**src/tpba_pkg.sv**
```systemverilog
`timescale 1ns / 1ps
package tpba_pkg;

  // result status codes
  localparam logic [1:0] ST_OK       = 2'd0;
  localparam logic [1:0] ST_NEW_PAGE = 2'd1;
  localparam logic [1:0] ST_NO_SPACE = 2'd2;
  localparam logic [1:0] ST_NO_SLOT  = 2'd3;

  // command modes
  localparam logic [2:0] MODE_ALLOC  = 3'd0;
  localparam logic [2:0] MODE_BIND   = 3'd1;
  localparam logic [2:0] MODE_UNBIND = 3'd2;
  localparam logic [2:0] MODE_CLAMP  = 3'd3;
  localparam logic [2:0] MODE_RESET  = 3'd4;

  // config register indexes
  localparam logic CFG_ARENA_LEN = 1'b0;
  localparam logic CFG_PAGE_SIZE = 1'b1;

  localparam logic [31:0] ARENA_LEN_RST = 32'd1048576;
  localparam logic [31:0] PAGE_SIZE_RST = 32'd4096;

  typedef struct packed {
    logic        active;
    logic [31:0] cursor;
    logic [31:0] span_end;
    logic [31:0] limit;
  } slot_entry_t;

  typedef enum logic [3:0] {
    CMD_IDLE,
    CMD_CAPTURE,
    CMD_ALLOC,
    CMD_BIND,
    CMD_UNBIND,
    CMD_REPORT,
    CMD_CLAMP,
    CMD_ZERO,
    CMD_SET_TOP,
    CMD_INIT
  } cmd_op_t;

  typedef struct packed {
    cmd_op_t op;
    logic    finish;
  } dp_cmd_t;

  typedef struct packed {
    logic sweep_done;
    logic init_last;
  } dp_stat_t;

endpackage

```
**src/tpba_ctrl.sv**
```systemverilog
`timescale 1ns / 1ps
module tpba_ctrl import tpba_pkg::*; (
  input  logic       clk,
  input  logic       rst_n,
  input  logic       start,
  input  logic [2:0] in_mode,
  input  dp_stat_t   stat,
  output logic       busy,
  output logic       out_valid,
  output dp_cmd_t    cmd
);

  typedef enum logic [2:0] {
    S_INIT,
    S_IDLE,
    S_EXEC,
    S_CLAMP,
    S_ZERO
  } state_t;

  state_t  state_r, state_nxt;
  cmd_op_t op_r, op_nxt;
  logic    busy_r;
  logic    out_valid_r;

  always_comb begin
    state_nxt  = state_r;
    op_nxt     = op_r;
    cmd.op     = CMD_IDLE;
    cmd.finish = 1'b0;
    case (state_r)
      S_INIT: begin
        cmd.op = CMD_INIT;
        if (stat.init_last) begin
          state_nxt = S_IDLE;
        end
      end
      S_IDLE: begin
        if (start) begin
          cmd.op = CMD_CAPTURE;
          case (in_mode)
            MODE_ALLOC: begin
              state_nxt = S_EXEC;
              op_nxt    = CMD_ALLOC;
            end
            MODE_BIND: begin
              state_nxt = S_EXEC;
              op_nxt    = CMD_BIND;
            end
            MODE_UNBIND: begin
              state_nxt = S_EXEC;
              op_nxt    = CMD_UNBIND;
            end
            MODE_CLAMP: begin
              state_nxt = S_CLAMP;
            end
            MODE_RESET: begin
              state_nxt = S_ZERO;
            end
            default: begin
              state_nxt = S_EXEC;
              op_nxt    = CMD_REPORT;
            end
          endcase
        end
      end
      S_EXEC: begin
        cmd.op     = op_r;
        cmd.finish = 1'b1;
        state_nxt  = S_IDLE;
      end
      S_CLAMP: begin
        if (stat.sweep_done) begin
          cmd.op     = CMD_REPORT;
          cmd.finish = 1'b1;
          state_nxt  = S_IDLE;
        end else begin
          cmd.op = CMD_CLAMP;
        end
      end
      S_ZERO: begin
        if (stat.sweep_done) begin
          cmd.op     = CMD_SET_TOP;
          cmd.finish = 1'b1;
          state_nxt  = S_IDLE;
        end else begin
          cmd.op = CMD_ZERO;
        end
      end
      default: begin
        state_nxt = S_IDLE;
      end
    endcase
  end

  always_ff @(posedge clk) begin
    if (!rst_n) begin
      state_r     <= S_INIT;
      op_r        <= CMD_REPORT;
      busy_r      <= 1'b1;
      out_valid_r <= 1'b0;
    end else begin
      state_r     <= state_nxt;
      op_r        <= op_nxt;
      busy_r      <= (state_nxt != S_IDLE);
      out_valid_r <= cmd.finish;
    end
  end

  assign busy      = busy_r;
  assign out_valid = out_valid_r;

endmodule

```
**config.mk**
```make
export PLATFORM = sky130hd
export DESIGN_NAME = tpba_ctrl
export DESIGN_NICKNAME = d
export VERILOG_FILES = /design/src/tpba_pkg.sv /design/src/tpba_ctrl.sv
export SDC_FILE = /design/constraint.sdc
export NUM_CORES = 1
export LEC_CHECK = 0
export ABC_AREA = 0
export BUFFER_PORTS_ARGS = -buffer_cell sky130_fd_sc_hd__buf_4
export CORE_AREA = 3 3 40 42
export DETAILED_ROUTE_END_ITERATION = 12
export DIE_AREA = 0 0 43 45
export HOLD_SLACK_MARGIN = 0.02
export SYNTH_ARGS = -nofsm -noshare
export SYNTH_HDL_FRONTEND = slang
export SYNTH_SLANG_ARGS = --single-unit
```
**constraint.sdc**
```tcl
create_clock -name clk -period 4.2 [get_ports clk]
set_clock_uncertainty 0.1 [all_clocks]
set_input_delay 0.21 -clock clk [delete_from_list [all_inputs] [get_ports clk]]
set_output_delay 0.21 -clock clk [all_outputs]
set_load 0.02 [all_outputs]
```
==> results of run 1 <==
## cell families after synthesis
logic type | count (synthesis) | synth area share (%)
AND/OR/NAND/NOR | 25 | 32.3
buffers and inverters | 9 | 8.31
AO/OA/AOI/OAI | 20 | 28.1
flip-flops | 8 | 31.3
## state kept, by name (all words and copies together), names as in the netlist
name / cells
busy: 1
state_r: 3
op_r: 3
out_valid: 1
## worst reg2reg max path, cell delays in order (launching register included)
cell and delay [ns]:
dfxtp_1 0.55, nand2b_1 0.20, or2_1 0.16, a221oi_2 0.08, or4b_1 0.51
## cell usage after synthesis
master     instances
a32oi_1            2
or3_1              1
o22ai_1            3
nor2b_1            2
o2bb2ai_1          1
and2b_1            2
nor3b_1            1
nor2_1             2
a21oi_1            4
nor3_1             1
nand2b_1           3
and3b_1            1
a21o_1             1
nand3b_1           1
inv_1              6
o31ai_2            1
a221oi_2           1
a32o_1             1
or2_1              1
buf_2              1
dfxtp_1            8
and2_1             1
a22o_1             1
inv_2              1
o21ai_1            2
nand3_1            2
or2_4              1
nand3b_4           1
buf_6              1
or4b_1             1
o21ai_0            3
nand2_1            4
## layout make-up
| class | count | area, um^2 | share of cell area [%] |
|---|---|---|---|
| sequential | 8 | 160 | 25.0 |
| timing repair buffer | 14 | 105 | 16.4 |
| clock buffer | 3 | 22.5 | 3.51 |
| multi-input combinational | 45 | 309 | 48.1 |
| tap | 15 | 18.8 | 2.92 |
| inverter | 7 | 26.3 | 4.09 |
## stage by stage
stage	total power, mW	std cells
final	0.188	92
after global routing	0.199	92
after CTS	0.193	92
after detailed placement	0.126	89
after global placement	0.126	89
after floorplan	0.111	62
## routing by layer
metal	up-vias	GRT usage, %	routed length (um)
li1	255	-	-
met1	217	16.8	548
met2	16	20.7	520
met3	2	6.37	88
met4	0	7.23	13
met5	-	0	0
## path summary, 6_finish.rpt
path | end | slack, ns | cells past startpoint
setup reg to reg | busy | 2.49 | 4
hold reg to reg | op_r[1] | 0.40 | 1
hold / removal | state_r[1] | 0.13 | 3
setup / recovery | cmd[0] | 2.43 | 4
## power by group through the flow
stage          combinational, mW  sequential, mW  clock [mW]
5_1_grt                   0.0440          0.0851      0.0699
6_report                  0.0401          0.0844      0.0640
4_1_cts                   0.0402          0.0843      0.0681
3_5_place_dp              0.0401          0.0861           0
3_3_place_gp              0.0403          0.0859           0
2_1_floorplan             0.0267          0.0843           0
==> results by group, run 1 <==
Timing
  – Worst Max-Slew Pin Slew: 0.378 ns
  – Max-slew headroom: 74.8%
  – Min Clock Period, post-route: 1.77 ns
  – Setup violators final: 0
  – Setup WS post-layout: 2.43 ns
  – Highest clock rate: 565 MHz
  – Final period util: 42.1%
  – Max Slew Vio Count: 0
  – Fin. Hold Viols: 0
  – Final hold slack: 0.125 ns
  – Setup TNS: 0 ns
  – RSZ-0062 raised after global routing: no

Floorplan
  – # rows: 13
  – Die Wd: 43 um
  – Die Span Y: 45 um
  – Starting Density: 39.8%
  – Die area: 1940 um^2
  – I/O pin cnt: 15
  – Core Box Area: 1280 um^2

Placed design
  – HPWL after DPL: 860 um
  – Pre-CTS setup slack: 2.51 ns
  – Placer Congestion: 0.760
  – IO Port Bufs: 14
  – Dpl cell area: 619 um^2

Setup path
  – Chain of cells forming the critical path: nand2b_1 -> nor2_1 -> a22o_1 -> buf_4
  – WP buf/inv: 1
  – CP Class: register to primary output
  – Crit path largest cell delay: 0.55 ns
  – Reg2reg start: state_r[0]
  – Crit path DAT: 1.46 ns
  – CP required: 3.89 ns
  – CP Max Fanout: 12
  – Slowest cell on the critical path: dfxtp_1
  – Crit. Startpoint: state_r[0]
  – CP startpoint kind: register
  – CP Capture Type: primary output
  – Crit path max-delay family: flip-flops

Layout
  – # diodes: 0
  – Final core occ: 50.0%
  – Final nets: 87
  – FILL cells: 137
  – Layout area overhead: 25.4%
  – Post-route cell area: 642 um^2
  – Share of cells above drive strength 1: 28.6%
  – Commonest non-fill, non-tap cell in the layout: buf_4
  – Most frequent cells in the layout: buf_4, dfxtp_1, inv_1, nand2_1, a21oi_1

Clocking
  – CTS tree: done
  – Clock Latency Late Sink: 0.26 ns
  – Clock Sink Count: 8
  – H-tree depth: 1
  – Clock slew seen by the registers of the worst setup and hold paths: 0.06 ns
  – TritonCTS buffer count: 3
  – Post-cts resize count: 0
  – Root Buffer: clkbuf_4
  – Cts hold-fix bufs: 0
  – Number of setup buffers added after CTS: 0
  – CTS Buffer Depth: 2

Logic synthesis
  – Area leader, netlist: dfxtp_1
  – Sequential area share after synthesis: 31.3%
  – Yosys cell types: 32
  – Share of the synthesized area in the top cell type: 31.3%
  – Register bit total from synthesis: 8
  – Net Count, Synth: 70
  – Cell Area, Synth: 512 um^2
  – Synthesized area per cell: 8.25 um^2
  – Mapped Cells: 62
  – Synth warn: 0
  – Cells taking the most area after synthesis: dfxtp_1, inv_1, a21oi_1

Pwr
  – PD cells: 294 nW/um^2
  – P_int: 0.132 mW
  – Maximum vdd drop: 0.159 mV
  – Logic pwr share: 21.3%
  – Switching Share: 29.7%
  – Sequential power share: 44.8%
  – Lkg Pwr: 0.302 nW
  – NetSw: 0.0560 mW
  – Clock share of power: 33.9%

Global route
  – Vias in the first global route: 444
  – Global-route wire length before repair: 1930 um
  – Initial antenna violation count: 0
  – Largest net degree at the start of global routing: 13
  – Global route total overflow: 0
  – GRT Util Overall: 13.9%

Worst hold path
  – Hold Path Class: input pin to register
  – Hold path start: rst_n

Route
  – DRC violations left: 0
  – Via count: 490
  – DR WL/cell: 12.7 um
  – Remaining antenna violation count: 0
  – Via-to-Cell Ratio: 5.33
  – Routed WL: 1170 um
  – Pre-Repair DR Iteration Count: 4
  – 1st-iter DRT viols: 9

Status
  – Status: finished, final reports clean

Job
  – Max-cap violations: 0
(Power assumes the default switching activity.)
==> run 2: changes to the inputs <==
Clock period 4.2 ns to 1.7 ns, I/O delays scaled along.
==> run 2 against run 1 <==
  * Critical endpoint is now busy
  * Sequential power up 140%
  * Total power grew 140%
  * Sequential cell count unchanged
  * Wire length down 12%
  * Non-clock buffer count rose by 2
  * Worst hold slack got worse by 0.076 ns
  * Final area increased by 2.7%
  * Final cell count grew 2.2%
  * Global-route usage fell by 0.80 points
  * Sequential share of layout area is 0.66 points lower
  * Die area unchanged
  * Clock-buffer cell count stayed put
==> results by group, run 2 (synthesis results as in run 1) <==
Placed design
  – HPWL after DPL: 834 um (-3.0%)
  – Dpl cell area: 627 um^2 (+1.2%)
  – Placer Congestion: 0.745 (-1.9%)
  – Pre-CTS setup slack: 0.126 ns (-2.38 ns)
  – DP Cell Count: 90 (+1.1%)
  – IO Port Bufs: 14 (unchanged)

Layout
  – Post-route cell area: 659 um^2 (+2.7%)
  – Biggest registers after layout: op_r: 3 flops, state_r: 3 flops
  – Final nets: 89 (+2.3%)
  – Most frequent cells in the layout: buf_4, dfxtp_1, inv_1, nand2_1, a21oi_1
  – # diodes: 0 (unchanged)
  – Final core occ: 51.3% (+1.4 points)
  – Commonest non-fill, non-tap cell in the layout: buf_4
  – Share of cells above drive strength 1: 29.1% (+0.54 points)
  – Layout area overhead: 28.9%
  – Final cell count without fillers: 94 (+2.2%)

Pwr
  – Maximum vdd drop: 0.507 mV (+220%)
  – PD cells: 688 nW/um^2 (+130%)
  – Total power: 0.454 mW (+140%)
  – Logic pwr share: 23.4% (+2.1 points)
  – Lkg Pwr: 0.312 nW (+3.1%)
  – Sequential power share: 45.3% (+0.5 points)
  – Clock share of power: 31.2% (-2.7 points)
  – Switching Share: 27.1% (-2.6 points)
  – NetSw: 0.123 mW (+120%)
  – P_int: 0.331 mW (+150%)

Setup path
  – CP Max Fanout: 6 (-6)
  – CP required: 1.73 ns (-2.16 ns)
  – WP buf/inv: 0 (-1)
  – Crit path DAT: 1.61 ns (+0.15 ns)
  – CP startpoint kind: register
  – Slowest cell on the critical path: or4b_1
  – Crit path max-delay family: simple AND/OR/NAND/NOR gates
  – Chain of cells forming the critical path: nand2b_1 -> or2_1 -> a221oi_2 -> or4b_1
  – Crit path largest cell delay: 0.51 ns (-0.04 ns)
  – CP Capture Type: register
  – CP Class: register to register

Global route
  – Largest net degree at the start of global routing: 13 (unchanged)
  – Initial antenna violation count: 0 (unchanged)
  – Global-route wire length before repair: 1900 um (-1.8%)
  – Global route total overflow: 0 (unchanged)
  – GRT Util Overall: 13.1% (-0.80 points)
  – Vias in the first global route: 441 (-0.68%)

Timing
  – Setup WS post-layout: 0.115 ns (-2.32 ns)
  – Min Clock Period, post-route: 1.59 ns
  – Max Slew Vio Count: 0 (unchanged)
  – Worst Max-Slew Pin Slew: 0.368 ns (-0.0103 ns)
  – Max-slew headroom: 75.4% (+0.69 points)
  – Fin. Hold Viols: 0 (unchanged)
  – Final hold slack: 0.0489 ns (-0.0764 ns)
  – Setup TNS: 0 ns (unchanged)
  – Setup violators final: 0 (unchanged)
  – Highest clock rate: 631 MHz
  – RSZ-0062 raised after global routing: no
  – Final period util: 93.3%

Route
  – Via count: 473 (-3.5%)
  – 1st-iter DRT viols: 7 (-2)
  – Pre-Repair DR Iteration Count: 4 (unchanged)
  – DRC violations left: 0 (unchanged)
  – Remaining antenna violation count: 0 (unchanged)
  – Routed WL: 1030 um (-12%)
  – DR WL/cell: 11.0 um (-14%)
  – Via-to-Cell Ratio: 5.03 (-5.5%)

Floorplan
  – Starting Density: 39.8% (unchanged)
  – I/O pin cnt: 15 (unchanged)
  – Die Span Y: 45 um (unchanged)
  – Die Wd: 43 um (unchanged)
  – Core Box Area: 1280 um^2 (unchanged)
  – Die area: 1940 um^2 (unchanged)
  – # rows: 13 (unchanged)

Clocking
  – CTS Buffer Depth: 2 (unchanged)
  – CTS tree: done
  – Clock Latency Late Sink: 0.25 ns (about the same)
  – Root Buffer: clkbuf_4
  – TritonCTS buffer count: 3 (unchanged)
  – H-tree depth: 1 (unchanged)
  – Clock slew seen by the registers of the worst setup and hold paths: 0.05 ns (about the same)
  – Clock Sink Count: 8 (unchanged)

Status
  – Status: finished, final reports clean

Job
  – Max-cap violations: 0 (unchanged)

Worst hold path
  – Hold Path Class: input pin to register
[run 2: cell count changes in the layout (fill, tap and decap cells not counted), sizes merged]
cell and delta:
buf +1, dlygate4sd3 +1
[run 2: worst paths after layout]
kind	cells past startpoint	from	endpoint	slack, ns
setup / recovery	4	state_r[0]	busy	0.11
hold reg to reg	1	op_r[1]	op_r[1]	0.40
hold / removal	3	start	state_r[1]	0.05
setup reg to reg	4	state_r[0]	busy	0.11
[run 2: area by class of cell]
| cell class | count | area [um^2] |
|---|---|---|
| well taps | 15 | 18.8 |
| inverters | 7 | 26.3 |
| flip-flops and latches | 8 | 160 |
| clock buffers | 3 | 22.5 |
| multi-input cells | 45 | 309 |
| fillers | 129 | 626 |
| repair buffers | 16 | 123 |
[run 2: power groups by stage]
stage                     clock network (mW)  registers (mW)  logic [mW]
after floorplan                            0           0.208      0.0659
after global routing                   0.161           0.207       0.117
after detailed placement                   0           0.210       0.105
after global placement                     0           0.210       0.105
final                                  0.142           0.206       0.106
after CTS                              0.148           0.205       0.107
[run 2: metal layers]
| metal | share of wire, % | up-vias | wire length (um) | GRT usage (%) |
|---|---|---|---|---|
| met4 | 3.2 | 0 | 33 | 9.04 |
| met2 | 40 | 13 | 413 | 17.1 |
| met1 | 51 | 197 | 523 | 18.2 |
| met5 | 0 | - | 0 | 0 |
| met3 | 6.0 | 5 | 62 | 3.98 |
| li1 | - | 258 | - | - |
[run 2: repair_timing]
item | 4_1_cts | 5_1_grt
endpoints found under the hold margin | 5 | 0
setup buffers | 0 | 0
hold buffers | 1 | 0
gates resized for setup | 0 | 0
[run 2: worst register-to-register path, cell delays in order (launching register included)]
cell and delay (ns):
dfxtp_1 0.43, nand2b_1 0.17, or2_1 0.16, a221oi_2 0.08
or4b_1 0.51
